[src/hw/rtl/wuls_pkg.sv]
// Package for the Wu antialiased line stepper: line modes, back-end states,
// the decoded command and status structs, and fixed widths. No dependencies.
package wuls_pkg;

  localparam int COORD_BITS_DEF  = 10;
  localparam int QUEUE_DEPTH_DEF = 2;
  localparam int ERR_BITS        = 16;
  localparam int COV_BITS        = 8;
  localparam logic [COV_BITS-1:0] COV_FULL = 8'hFF;

  typedef enum logic [2:0] {
    LM_IDLE  = 3'd0,
    LM_HORIZ = 3'd1,
    LM_VERT  = 3'd2,
    LM_DIAG  = 3'd3,
    LM_YMAJ  = 3'd4,
    LM_XMAJ  = 3'd5
  } line_mode_e;

  typedef enum logic [1:0] {
    BK_RUN  = 2'd0,
    BK_DIV  = 2'd1,
    BK_PAIR = 2'd2
  } bk_state_e;

  // Decoded command control bits handed from the front end to the back end.
  typedef struct packed {
    logic       is_step;
    line_mode_e mode;
    logic       step_left;
  } wuls_ctrl_t;

  // Back-end status seen by the top level.
  typedef struct packed {
    logic dividing;
    logic pair_pending;
  } wuls_bk_status_t;

endpackage

[src/hw/rtl/wuls_if.sv]
// Channel interfaces of the line stepper: command input and pixel output.
// Valid/ready handshake; no package dependency.
interface wuls_cmd_if #(
  parameter int CW = 10
) ();
  logic          valid;
  logic          ready;
  logic          command;
  logic [CW-1:0] start_x;
  logic [CW-1:0] start_y;
  logic [CW-1:0] end_x;
  logic [CW-1:0] end_y;

  modport source (output valid, command, start_x, start_y, end_x, end_y, input ready);
  modport sink   (input valid, command, start_x, start_y, end_x, end_y, output ready);
endinterface

interface wuls_pix_if #(
  parameter int CW = 10
) ();
  logic          valid;
  logic          ready;
  logic [CW-1:0] pix_x;
  logic [CW-1:0] pix_y;
  logic [7:0]    coverage;
  logic          exact;
  logic          last;

  modport source (output valid, pix_x, pix_y, coverage, exact, last, input ready);
  modport sink   (input valid, pix_x, pix_y, coverage, exact, last, output ready);
endinterface

[src/hw/rtl/wuls_front.sv]
// Front end: accepts commands, orders the endpoints downward and classifies
// the line. Depends on wuls_pkg and wuls_cmd_if.
module wuls_front import wuls_pkg::*; #(
  parameter int COORD_BITS = COORD_BITS_DEF
) (
  wuls_cmd_if.sink              cmd_i,
  input  logic                  q_full_i,
  output logic                  q_push_o,
  output wuls_ctrl_t            ctrl_o,
  output logic [COORD_BITS-1:0] x0_o,
  output logic [COORD_BITS-1:0] y0_o,
  output logic [COORD_BITS-1:0] x1_o,
  output logic [COORD_BITS-1:0] y1_o,
  output logic [COORD_BITS-1:0] major_o,
  output logic [COORD_BITS-1:0] minor_o
);

  logic                  swap;
  logic                  left;
  logic [COORD_BITS-1:0] dx;
  logic [COORD_BITS-1:0] dy;
  line_mode_e            mode;

  assign cmd_i.ready = !q_full_i;
  assign q_push_o    = cmd_i.valid && !q_full_i;

  assign swap = cmd_i.start_y > cmd_i.end_y;
  assign x0_o = swap ? cmd_i.end_x   : cmd_i.start_x;
  assign y0_o = swap ? cmd_i.end_y   : cmd_i.start_y;
  assign x1_o = swap ? cmd_i.start_x : cmd_i.end_x;
  assign y1_o = swap ? cmd_i.start_y : cmd_i.end_y;

  assign left = x1_o < x0_o;
  assign dx   = left ? (x0_o - x1_o) : (x1_o - x0_o);
  assign dy   = y1_o - y0_o;

  // The step count is the larger delta in every mode.
  assign major_o = (dy > dx) ? dy : dx;
  assign minor_o = (dy > dx) ? dx : dy;

  always_comb begin
    priority if (dx == '0 && dy == '0) begin
      mode = LM_IDLE;
    end else if (dy == '0) begin
      mode = LM_HORIZ;
    end else if (dx == '0) begin
      mode = LM_VERT;
    end else if (dx == dy) begin
      mode = LM_DIAG;
    end else if (dy > dx) begin
      mode = LM_YMAJ;
    end else begin
      mode = LM_XMAJ;
    end
  end

  assign ctrl_o.is_step   = cmd_i.command;
  assign ctrl_o.mode      = mode;
  assign ctrl_o.step_left = left;

endmodule

[src/hw/rtl/wuls_fifo.sv]
// Small register queue between the front and back ends.
// Depends on nothing but its parameters.
module wuls_fifo #(
  parameter int DW    = 8,
  parameter int DEPTH = 2
) (
  input  logic          clk_i,
  input  logic          rst_ni,
  input  logic          push_i,
  input  logic [DW-1:0] wdata_i,
  input  logic          pop_i,
  output logic [DW-1:0] rdata_o,
  output logic          full_o,
  output logic          empty_o
);

  localparam int AW = (DEPTH > 1) ? $clog2(DEPTH) : 1;
  localparam int CNTW = $clog2(DEPTH + 1);

  logic [DW-1:0]   mem_q [DEPTH];
  logic [AW-1:0]   wr_ptr_q, wr_ptr_d;
  logic [AW-1:0]   rd_ptr_q, rd_ptr_d;
  logic [CNTW-1:0] cnt_q, cnt_d;

  assign full_o  = cnt_q == CNTW'(DEPTH);
  assign empty_o = cnt_q == '0;
  assign rdata_o = mem_q[rd_ptr_q];

  always_comb begin
    wr_ptr_d = wr_ptr_q;
    rd_ptr_d = rd_ptr_q;
    cnt_d    = cnt_q;
    if (push_i) begin
      wr_ptr_d = (wr_ptr_q == AW'(DEPTH - 1)) ? '0 : wr_ptr_q + AW'(1);
    end
    if (pop_i) begin
      rd_ptr_d = (rd_ptr_q == AW'(DEPTH - 1)) ? '0 : rd_ptr_q + AW'(1);
    end
    if (push_i && !pop_i) begin
      cnt_d = cnt_q + CNTW'(1);
    end else if (pop_i && !push_i) begin
      cnt_d = cnt_q - CNTW'(1);
    end
  end

  always_ff @(posedge clk_i or negedge rst_ni) begin
    if (!rst_ni) begin
      wr_ptr_q <= '0;
      rd_ptr_q <= '0;
      cnt_q    <= '0;
    end else begin
      wr_ptr_q <= wr_ptr_d;
      rd_ptr_q <= rd_ptr_d;
      cnt_q    <= cnt_d;
    end
  end

  always_ff @(posedge clk_i) begin
    if (push_i) begin
      mem_q[wr_ptr_q] <= wdata_i;
    end
  end

endmodule

[src/hw/rtl/wuls_back.sv]
// Back end: holds the line state, runs the bit-serial error-step divider and
// drives the pixel output register. Depends on wuls_pkg and wuls_pix_if.
module wuls_back import wuls_pkg::*; #(
  parameter int COORD_BITS = COORD_BITS_DEF
) (
  input  logic                  clk_i,
  input  logic                  rst_ni,
  input  logic                  q_empty_i,
  output logic                  q_pop_o,
  input  wuls_ctrl_t            ctrl_i,
  input  logic [COORD_BITS-1:0] x0_i,
  input  logic [COORD_BITS-1:0] y0_i,
  input  logic [COORD_BITS-1:0] x1_i,
  input  logic [COORD_BITS-1:0] y1_i,
  input  logic [COORD_BITS-1:0] major_i,
  input  logic [COORD_BITS-1:0] minor_i,
  output wuls_bk_status_t       status_o,
  wuls_pix_if.source            pix_o
);

  localparam int CW   = COORD_BITS;
  localparam int CNTW = $clog2(ERR_BITS);

  function automatic logic [CW-1:0] move_x(input logic [CW-1:0] x, input logic left);
    return left ? (x - CW'(1)) : (x + CW'(1));
  endfunction

  bk_state_e             state_q, state_d;
  line_mode_e            mode_q, mode_d;
  logic                  left_q, left_d;
  logic [CW-1:0]         cur_x_q, cur_x_d, cur_y_q, cur_y_d;
  logic [CW-1:0]         fin_x_q, fin_x_d, fin_y_q, fin_y_d;
  logic [CW-1:0]         steps_q, steps_d;
  logic [ERR_BITS-1:0]   acc_q, acc_d, inc_q, inc_d;
  logic [CW-1:0]         rem_q, rem_d;
  logic [CNTW-1:0]       cnt_q, cnt_d;
  logic                  out_valid_q, out_valid_d;
  logic [CW-1:0]         out_x_q, out_x_d, out_y_q, out_y_d;
  logic [COV_BITS-1:0]   out_cov_q, out_cov_d;
  logic                  out_exact_q, out_exact_d, out_last_q, out_last_d;
  logic [CW-1:0]         pend_x_q, pend_x_d, pend_y_q, pend_y_d;
  logic [COV_BITS-1:0]   pend_cov_q, pend_cov_d;

  logic                  slot_free, pop;
  logic                  major_mode_q, major_start, pair_step;
  logic [ERR_BITS-1:0]   acc_sum;
  logic                  wrapped;
  logic [COV_BITS-1:0]   wgt;
  logic [CW-1:0]         mx_cur, y_inc, ym_x, ym_x2, xm_y, xm_y2;
  logic [CW:0]           rem_dbl;
  logic                  rem_ge;

  assign slot_free    = !out_valid_q || pix_o.ready;
  assign pop          = (state_q == BK_RUN) && !q_empty_i && slot_free;
  assign q_pop_o      = pop;
  assign major_mode_q = (mode_q == LM_YMAJ) || (mode_q == LM_XMAJ);
  assign major_start  = !ctrl_i.is_step &&
                        ((ctrl_i.mode == LM_YMAJ) || (ctrl_i.mode == LM_XMAJ));
  assign pair_step    = ctrl_i.is_step && major_mode_q && (steps_q != CW'(1));

  // Error accumulator; the minor axis advances when the sum wraps.
  assign acc_sum = acc_q + inc_q;
  assign wrapped = acc_sum <= acc_q;
  assign wgt     = acc_sum[ERR_BITS-1 -: COV_BITS];

  assign mx_cur = move_x(cur_x_q, left_q);
  assign y_inc  = cur_y_q + CW'(1);
  assign ym_x   = wrapped ? mx_cur : cur_x_q;
  assign ym_x2  = move_x(ym_x, left_q);
  assign xm_y   = wrapped ? y_inc : cur_y_q;
  assign xm_y2  = xm_y + CW'(1);

  // One quotient bit per cycle; the remainder stays below the divisor.
  assign rem_dbl = {rem_q, 1'b0};
  assign rem_ge  = rem_dbl >= {1'b0, steps_q};

  always_comb begin
    state_d = state_q;
    unique case (state_q)
      BK_RUN: begin
        if (pop && major_start) begin
          state_d = BK_DIV;
        end else if (pop && pair_step) begin
          state_d = BK_PAIR;
        end
      end
      BK_DIV: begin
        if (cnt_q == CNTW'(ERR_BITS - 1)) begin
          state_d = BK_RUN;
        end
      end
      BK_PAIR: begin
        if (slot_free) begin
          state_d = BK_RUN;
        end
      end
      default: state_d = BK_RUN;
    endcase
  end

  always_comb begin
    mode_d      = mode_q;
    left_d      = left_q;
    cur_x_d     = cur_x_q;
    cur_y_d     = cur_y_q;
    fin_x_d     = fin_x_q;
    fin_y_d     = fin_y_q;
    steps_d     = steps_q;
    acc_d       = acc_q;
    inc_d       = inc_q;
    rem_d       = rem_q;
    cnt_d       = cnt_q;
    pend_x_d    = pend_x_q;
    pend_y_d    = pend_y_q;
    pend_cov_d  = pend_cov_q;
    out_valid_d = out_valid_q && !pix_o.ready;
    out_x_d     = out_x_q;
    out_y_d     = out_y_q;
    out_cov_d   = out_cov_q;
    out_exact_d = out_exact_q;
    out_last_d  = out_last_q;

    unique case (state_q)
      BK_RUN: begin
        if (pop && !ctrl_i.is_step) begin
          mode_d      = ctrl_i.mode;
          left_d      = ctrl_i.step_left;
          cur_x_d     = x0_i;
          cur_y_d     = y0_i;
          fin_x_d     = x1_i;
          fin_y_d     = y1_i;
          steps_d     = major_i;
          acc_d       = '0;
          inc_d       = '0;
          rem_d       = minor_i;
          cnt_d       = '0;
          out_valid_d = 1'b1;
          out_x_d     = x0_i;
          out_y_d     = y0_i;
          out_cov_d   = COV_FULL;
          out_exact_d = 1'b1;
          out_last_d  = ctrl_i.mode == LM_IDLE;
        end else if (pop) begin
          unique case (mode_q)
            LM_IDLE: begin
              mode_d = LM_IDLE;
            end
            LM_HORIZ, LM_VERT, LM_DIAG: begin
              if (mode_q != LM_VERT) begin
                cur_x_d = mx_cur;
                out_x_d = mx_cur;
              end else begin
                out_x_d = cur_x_q;
              end
              if (mode_q != LM_HORIZ) begin
                cur_y_d = y_inc;
                out_y_d = y_inc;
              end else begin
                out_y_d = cur_y_q;
              end
              steps_d     = steps_q - CW'(1);
              out_valid_d = 1'b1;
              out_cov_d   = COV_FULL;
              out_exact_d = 1'b1;
              out_last_d  = steps_q == CW'(1);
              if (steps_q == CW'(1)) begin
                mode_d = LM_IDLE;
              end
            end
            LM_YMAJ, LM_XMAJ: begin
              out_valid_d = 1'b1;
              if (steps_q == CW'(1)) begin
                // Final step of a major line: the endpoint alone.
                cur_x_d     = fin_x_q;
                cur_y_d     = fin_y_q;
                steps_d     = '0;
                mode_d      = LM_IDLE;
                out_x_d     = fin_x_q;
                out_y_d     = fin_y_q;
                out_cov_d   = COV_FULL;
                out_exact_d = 1'b1;
                out_last_d  = 1'b1;
              end else begin
                acc_d       = acc_sum;
                steps_d     = steps_q - CW'(1);
                out_cov_d   = ~wgt;
                out_exact_d = 1'b0;
                out_last_d  = 1'b0;
                pend_cov_d  = wgt;
                if (mode_q == LM_YMAJ) begin
                  cur_x_d  = ym_x;
                  cur_y_d  = y_inc;
                  out_x_d  = ym_x;
                  out_y_d  = y_inc;
                  pend_x_d = ym_x2;
                  pend_y_d = y_inc;
                end else begin
                  cur_x_d  = mx_cur;
                  cur_y_d  = xm_y;
                  out_x_d  = mx_cur;
                  out_y_d  = xm_y;
                  pend_x_d = mx_cur;
                  pend_y_d = xm_y2;
                end
              end
            end
            default: begin
              mode_d  = LM_IDLE;
              steps_d = '0;
            end
          endcase
        end
      end
      BK_DIV: begin
        rem_d = rem_ge ? CW'(rem_dbl - {1'b0, steps_q}) : rem_dbl[CW-1:0];
        inc_d = {inc_q[ERR_BITS-2:0], rem_ge};
        cnt_d = cnt_q + CNTW'(1);
      end
      BK_PAIR: begin
        if (slot_free) begin
          out_valid_d = 1'b1;
          out_x_d     = pend_x_q;
          out_y_d     = pend_y_q;
          out_cov_d   = pend_cov_q;
          out_exact_d = 1'b0;
          out_last_d  = 1'b0;
        end
      end
      default: begin
        out_valid_d = out_valid_q && !pix_o.ready;
      end
    endcase
  end

  always_ff @(posedge clk_i or negedge rst_ni) begin
    if (!rst_ni) begin
      state_q     <= BK_RUN;
      mode_q      <= LM_IDLE;
      out_valid_q <= 1'b0;
    end else begin
      state_q     <= state_d;
      mode_q      <= mode_d;
      out_valid_q <= out_valid_d;
    end
  end

  always_ff @(posedge clk_i) begin
    left_q      <= left_d;
    cur_x_q     <= cur_x_d;
    cur_y_q     <= cur_y_d;
    fin_x_q     <= fin_x_d;
    fin_y_q     <= fin_y_d;
    steps_q     <= steps_d;
    acc_q       <= acc_d;
    inc_q       <= inc_d;
    rem_q       <= rem_d;
    cnt_q       <= cnt_d;
    pend_x_q    <= pend_x_d;
    pend_y_q    <= pend_y_d;
    pend_cov_q  <= pend_cov_d;
    out_x_q     <= out_x_d;
    out_y_q     <= out_y_d;
    out_cov_q   <= out_cov_d;
    out_exact_q <= out_exact_d;
    out_last_q  <= out_last_d;
  end

  assign pix_o.valid    = out_valid_q;
  assign pix_o.pix_x    = out_x_q;
  assign pix_o.pix_y    = out_y_q;
  assign pix_o.coverage = out_cov_q;
  assign pix_o.exact    = out_exact_q;
  assign pix_o.last     = out_last_q;

  assign status_o.dividing     = state_q == BK_DIV;
  assign status_o.pair_pending = state_q == BK_PAIR;

endmodule

[src/hw/rtl/wu_antialiased_line_stepper_core.sv]
// Wu antialiased line stepper, top level. An accepted command is written into the
// queue, popped when the back end is free and registered in its output register.
// Throughput: one command per cycle into the queue while it is not full; the back
// end takes no new command while its output is stalled, it sends the second pixel
// of a pair, or the bit-serial error-step divider runs for a Y- or X-major start.
// Reset (rst_ni, async, active low) empties the queue and output and idles the line.
module wu_antialiased_line_stepper_core import wuls_pkg::*; #(
  parameter int COORD_BITS  = COORD_BITS_DEF,
  parameter int QUEUE_DEPTH = QUEUE_DEPTH_DEF
) (
  input  logic        clk_i,
  input  logic        rst_ni,
  wuls_cmd_if.sink    cmd_i,
  wuls_pix_if.source  pix_o
);

  // A queue entry is the decoded control word followed by the ordered
  // endpoints and the major and minor deltas.
  localparam int CTW = $bits(wuls_ctrl_t);
  localparam int QW  = CTW + 6 * COORD_BITS;

  wuls_ctrl_t            f_ctrl;
  logic [COORD_BITS-1:0] f_x0, f_y0, f_x1, f_y1, f_major, f_minor;
  logic                  q_push, q_pop, q_full, q_empty;
  logic [QW-1:0]         q_wdata, q_rdata;

  wuls_ctrl_t            b_ctrl;
  logic [COORD_BITS-1:0] b_x0, b_y0, b_x1, b_y1, b_major, b_minor;
  wuls_bk_status_t       bk_status;

  // The front end classifies each command as it is accepted, so the back end
  // never waits on the compare and subtract chain.
  wuls_front #(
    .COORD_BITS (COORD_BITS)
  ) u_front (
    .cmd_i    (cmd_i),
    .q_full_i (q_full),
    .q_push_o (q_push),
    .ctrl_o   (f_ctrl),
    .x0_o     (f_x0),
    .y0_o     (f_y0),
    .x1_o     (f_x1),
    .y1_o     (f_y1),
    .major_o  (f_major),
    .minor_o  (f_minor)
  );

  assign q_wdata = {f_ctrl, f_x0, f_y0, f_x1, f_y1, f_major, f_minor};

  // The queue lets commands keep arriving while the back end divides or
  // waits for the pixel writer.
  wuls_fifo #(
    .DW    (QW),
    .DEPTH (QUEUE_DEPTH)
  ) u_queue (
    .clk_i   (clk_i),
    .rst_ni  (rst_ni),
    .push_i  (q_push),
    .wdata_i (q_wdata),
    .pop_i   (q_pop),
    .rdata_o (q_rdata),
    .full_o  (q_full),
    .empty_o (q_empty)
  );

  assign {b_ctrl, b_x0, b_y0, b_x1, b_y1, b_major, b_minor} = q_rdata;

  // The back end owns the line state and the output register; a pixel pair
  // leaves over two transfers.
  wuls_back #(
    .COORD_BITS (COORD_BITS)
  ) u_back (
    .clk_i     (clk_i),
    .rst_ni    (rst_ni),
    .q_empty_i (q_empty),
    .q_pop_o   (q_pop),
    .ctrl_i    (b_ctrl),
    .x0_i      (b_x0),
    .y0_i      (b_y0),
    .x1_i      (b_x1),
    .y1_i      (b_y1),
    .major_i   (b_major),
    .minor_i   (b_minor),
    .status_o  (bk_status),
    .pix_o     (pix_o)
  );

  // The back end must never take an entry from an empty queue.
  assert property (@(posedge clk_i) disable iff (!rst_ni) q_pop |-> !q_empty)
    else $error("queue popped while empty");

  // No new command may be taken while the divider or a pending pair is busy.
  assert property (@(posedge clk_i) disable iff (!rst_ni)
    (bk_status.dividing || bk_status.pair_pending) |-> !q_pop)
    else $error("command taken while back end busy");

  // Pixels of a pair are never the final pixel of a line.
  assert property (@(posedge clk_i) disable iff (!rst_ni)
    (pix_o.valid && !pix_o.exact) |-> !pix_o.last)
    else $error("weighted pixel flagged as last");

  // Exact pixels always carry full coverage.
  assert property (@(posedge clk_i) disable iff (!rst_ni)
    (pix_o.valid && pix_o.exact) |-> (pix_o.coverage == COV_FULL))
    else $error("exact pixel without full coverage");

endmodule

[src/flat_wrapper.sv]
// flat-port wrapper written by rule: the top's interface ports become plain ports
module wu_antialiased_line_stepper_core_flat import wuls_pkg::*;
#(
  parameter int COORD_BITS  = COORD_BITS_DEF,
  parameter int QUEUE_DEPTH = QUEUE_DEPTH_DEF
)
  (clk_i, rst_ni, cmd_i_valid, cmd_i_command, cmd_i_start_x, cmd_i_start_y, cmd_i_end_x, cmd_i_end_y, cmd_i_ready, pix_o_valid, pix_o_pix_x, pix_o_pix_y, pix_o_coverage, pix_o_exact, pix_o_last, pix_o_ready);
  wuls_cmd_if #(.CW(COORD_BITS)) cmd_i_i ();
  wuls_pix_if #(.CW(COORD_BITS)) pix_o_i ();
  input  logic clk_i;
  input  logic rst_ni;
  input wire logic [$bits(cmd_i_i.valid)-1:0] cmd_i_valid;
  input wire logic [$bits(cmd_i_i.command)-1:0] cmd_i_command;
  input wire logic [$bits(cmd_i_i.start_x)-1:0] cmd_i_start_x;
  input wire logic [$bits(cmd_i_i.start_y)-1:0] cmd_i_start_y;
  input wire logic [$bits(cmd_i_i.end_x)-1:0] cmd_i_end_x;
  input wire logic [$bits(cmd_i_i.end_y)-1:0] cmd_i_end_y;
  output wire logic [$bits(cmd_i_i.ready)-1:0] cmd_i_ready;
  output wire logic [$bits(pix_o_i.valid)-1:0] pix_o_valid;
  output wire logic [$bits(pix_o_i.pix_x)-1:0] pix_o_pix_x;
  output wire logic [$bits(pix_o_i.pix_y)-1:0] pix_o_pix_y;
  output wire logic [$bits(pix_o_i.coverage)-1:0] pix_o_coverage;
  output wire logic [$bits(pix_o_i.exact)-1:0] pix_o_exact;
  output wire logic [$bits(pix_o_i.last)-1:0] pix_o_last;
  input wire logic [$bits(pix_o_i.ready)-1:0] pix_o_ready;
  assign cmd_i_i.valid = cmd_i_valid;
  assign cmd_i_i.command = cmd_i_command;
  assign cmd_i_i.start_x = cmd_i_start_x;
  assign cmd_i_i.start_y = cmd_i_start_y;
  assign cmd_i_i.end_x = cmd_i_end_x;
  assign cmd_i_i.end_y = cmd_i_end_y;
  assign cmd_i_ready = cmd_i_i.ready;
  assign pix_o_valid = pix_o_i.valid;
  assign pix_o_pix_x = pix_o_i.pix_x;
  assign pix_o_pix_y = pix_o_i.pix_y;
  assign pix_o_coverage = pix_o_i.coverage;
  assign pix_o_exact = pix_o_i.exact;
  assign pix_o_last = pix_o_i.last;
  assign pix_o_i.ready = pix_o_ready;
  wu_antialiased_line_stepper_core #(.COORD_BITS(COORD_BITS), .QUEUE_DEPTH(QUEUE_DEPTH)) u_core (.clk_i(clk_i), .rst_ni(rst_ni), .cmd_i(cmd_i_i), .pix_o(pix_o_i));
endmodule
[config.mk]
export PLATFORM = sky130hd
export DESIGN_NAME = wu_antialiased_line_stepper_core_flat
export DESIGN_NICKNAME = d
export VERILOG_FILES = /design/src/hw/rtl/wuls_pkg.sv /design/src/hw/rtl/wuls_if.sv /design/src/hw/rtl/wuls_front.sv /design/src/hw/rtl/wuls_fifo.sv /design/src/hw/rtl/wuls_back.sv /design/src/hw/rtl/wu_antialiased_line_stepper_core.sv /design/src/flat_wrapper.sv
export SDC_FILE = /design/constraint.sdc
export NUM_CORES = 1
export LEC_CHECK = 0
export ABC_CLOCK_PERIOD_IN_PS = 19800
export BUFFER_PORTS_ARGS = -buffer_cell sky130_fd_sc_hd__buf_2
export CORE_ASPECT_RATIO = 0.6
export CORE_MARGIN = 5
export CORE_UTILIZATION = 65
export DETAILED_ROUTE_END_ITERATION = 8
export MAX_ROUTING_LAYER = met4
export PLACE_DENSITY = 0.95
export SYNTH_ARGS = -nofsm -noshare
export SYNTH_HDL_FRONTEND = slang
export SYNTH_SLANG_ARGS = --single-unit
export TNS_END_PERCENT = 30
[constraint.sdc]
create_clock -name clk_i -period 19.8 [get_ports clk_i]
set_clock_uncertainty 0.15 [all_clocks]
set_input_delay 3.96 -clock clk_i [delete_from_list [all_inputs] [get_ports clk_i]]
set_output_delay 3.96 -clock clk_i [all_outputs]
set_load 0.03 [all_outputs]
==> flow_metrics.tcl <==
set metrics [dict create \
    arrival_ps 9860 \
    synth_fp_nets 1846 \
    start_kind "input pin" \
    drt-wirelength-per-cell_um 22.3 \
    io_pins 77 \
    synth_cell_type_count 78 \
    synth-edff-count 285 \
    tightestPinTransition_ps 1140 \
    hold_viol 0 \
    postCtsSetupRepairBufs 0 \
    cts_buffers 27 \
    cts_buffer_depth 3 \
    port_buffers 76 \
    ys.flop_type "edfxtp_1" \
    reg2reg_from "u_core.u_back.inc_q[0]$_SDFFCE_PN0P_" \
    grt_pass1_wl_mm 75.4 \
    die_y_um 138 \
    period_share 0.493 \
    rsz0062_at_grt "false" \
    synthCells 1711 \
    syn_area_per_cell_um2 10.4 \
    dp_hpwl_mm 33.9 \
    fp-row-count 47 \
    hp-class "flip-flop to flip-flop" \
    area_growth_pct 8.70 \
    clock_latency_ps 570 \
    tritoncts "yes" \
    synth_most_common_cell "edfxtp_1" \
    yosys.area.top_type "edfxtp_1" \
    totalNegativeSetupSlack_ps 0 \
    grt_pass1_vias 13642 \
    maxSlewViolCount 0 \
    dr.first_iter.drc_count 2040 \
    initial_utilization 0.654 \
    path_class "input pin to flip-flop" \
    max_slew_margin 0.235 \
    startpoint "cmd_i_end_y[3]" \
    core-area_um2 27300 \
    grt_max_degree 66 \
    antennaDiodeCount 0 \
    grt_overflow 0 \
    clk_pin_slew_ps 60 \
    viasPerCell 6.61 \
    drtPass1Iterations 6 \
    cts-resized-gates 0 \
    postCtsHoldBufs 0 \
    root_buffer "clkbuf_16" \
    finalWeightedCongestion 0.981 \
    drive_above_1_share 0.118 \
    h-tree-depth 1 \
    vias 14107 \
    drt-total-wl_mm 47.7 \
    drc 0 \
    status "completed" \
    setup_violations 0 \
    yosys-top-cells-count "edfxtp_1 (285), nand2_1 (175), nor2_1 (124)" \
    layout.nets 1883 \
    crit_fanout 23 \
    async_flop_share 0.0339 \
    fp.dieW_um 224 \
    period_needed_ps 9760 \
    yosys-top-cells-area "edfxtp_1 (48%), ha_1 (6.0%), mux2i_1 (3.7%)" \
    max_freq_mhz 103 \
    die_area_um2 31000 \
    max-cap-violations 0 \
    ant_nets 0 \
    antenna_found_initial 0 \
    endpoint_kind "flip-flop" \
    cts_sinks 295 \
    yosysSeqAreaShare 0.494 \
    grt_usage 0.311 \
    synth_warnings 0 \
    required_ps 19900 \
    min-delay-start "u_core.u_queue.cnt_q[1]$_DFFE_PN0P_" \
    synth_area_um2 17800 \
    ys_ff_latch 295 \
    synth_top_area_share 0.480 \
]
-- final cells by class --
cell class | count | area, um2
Clock buffer | 31 | 701
Multi-Input combinational cell | 1238 | 8370
Clock inverter | 17 | 185
Tap cell | 367 | 459
Timing Repair Buffer | 96 | 531
Sequential cell | 295 | 8810
Inverter | 90 | 338
Fill cell | 1852 | 7890
-- placed cells by master, fill, tap and decap left out, types with 9 or more instances in the layout --
cell and instances:
inv_1 86, buf_2 76, and3_1 14, mux2_2 42, nor4_1 10, o21bai_1 15, a21o_1 16, ha_1 86
nor2_1 123, xor2_1 29, clkbuf_16 27, and2_1 40, buf_4 20, o31ai_1 13, nand2b_1 24, nand3_1 28
dfrtp_1 9, nor3_1 24, mux2i_1 66, nor2b_1 29, nand2_1 174, o21ai_0 100, a21oi_1 123, a31oi_1 12
o22ai_1 24, nand4_1 16, xnor2_1 65, o221ai_1 12, edfxtp_1 285, a211oi_1 19, o211ai_1 10
-- through the flow --
step | setup WS [ps] | std cells | instance area (um2) | utilization | hold WS [ps]
after floorplan | 10200 | 1711 | 17800 | - | 311
after global placement | 9970 | 2086 | 18500 | 0.679 | 334
after detailed placement | 9610 | 2086 | 18500 | 0.679 | 358
after CTS | 10140 | 2134 | 19400 | 0.711 | 367
after global routing | 9580 | 2134 | 19400 | 0.711 | 403
final | 10040 | 2134 | 19400 | 0.711 | 364
-- per-layer routing --
metal  track usage  routed length (um)
met1         0.452               20200
met2         0.464               21300
met3        0.0625                5260
met4        0.0590                 919
met5             -                   0
-- flip-flops by register name, summed over array words and instances, names as in the netlist, 2 cells and up --
name,cells
u_core.u_back.pix_o.coverage,8
u_core.u_back.inc_q,16
u_core.u_back.pix_o.pix_y,10
u_core.u_back.cur_y_q,10
u_core.u_back.pend_y_q,10
u_core.u_back.fin_y_q,10
u_core.u_back.pend_cov_q,8
u_core.u_back.steps_q,10
u_core.u_back.cnt_q,4
u_core.u_back.mode_q,3
u_core.u_back.fin_x_q,10
u_core.u_queue.mem_q,130
u_core.u_back.pend_x_q,10
u_core.u_back.pix_o.pix_x,10
u_core.u_back.acc_q,16
u_core.u_back.state_q,2
u_core.u_back.cur_x_q,10
u_core.u_queue.cnt_q,2
u_core.u_back.rem_q,10
-- critical path, cell delays in order --
cell	delay [ps]
buf_2	70
inv_1	80
ha_1	460
nand4_1	270
a21oi_1	320
o31a_1	610
o21ai_0	250
o21a_1	240
ha_1	210
o41ai_2	420
a31oi_1	180
o31ai_2	280
a211oi_1	130
nand2b_1	170
xnor2_1	490
inv_1	100
ha_1	300
nand4_1	120
nor2_1	150
and3_1	240
o21bai_1	130
buf_4	310
inv_2	170
mux2i_1	170
-- cell families (layout without fill, tap and decap cells) --
group           after synthesis  in the layout  synth area share
flops                       295            295             0.494
mux                         108            108            0.0635
xor+xnor                     95             95            0.0470
simple gates                519            519             0.140
buf+inv                     178            234            0.0383
fa+ha+maj                    96             96            0.0681
compound gates              420            420             0.149
-- final timing paths --
check	endpoint	slack, ps	depth (start not counted)
min in group asynchronous	u_core.u_back.mode_q[1]$_DFFE_PN0P_	3100	1
hold / removal	u_core.u_queue.cnt_q[1]$_DFFE_PN0P_	360	1
hold reg to reg	u_core.u_queue.cnt_q[1]$_DFFE_PN0P_	360	1
max in group asynchronous	u_core.u_queue.rd_ptr_q$_DFFE_PN0P_	16170	1
setup / recovery	u_core.u_queue.mem_q[0][12]$_DFFE_PP_	10040	24
setup reg to reg	u_core.u_back.pend_x_q[9]$_DFFE_PP_	11030	31
Power is not shown: default switching activity piles up to over one toggle a cycle in this logic, so the estimate is an artifact.
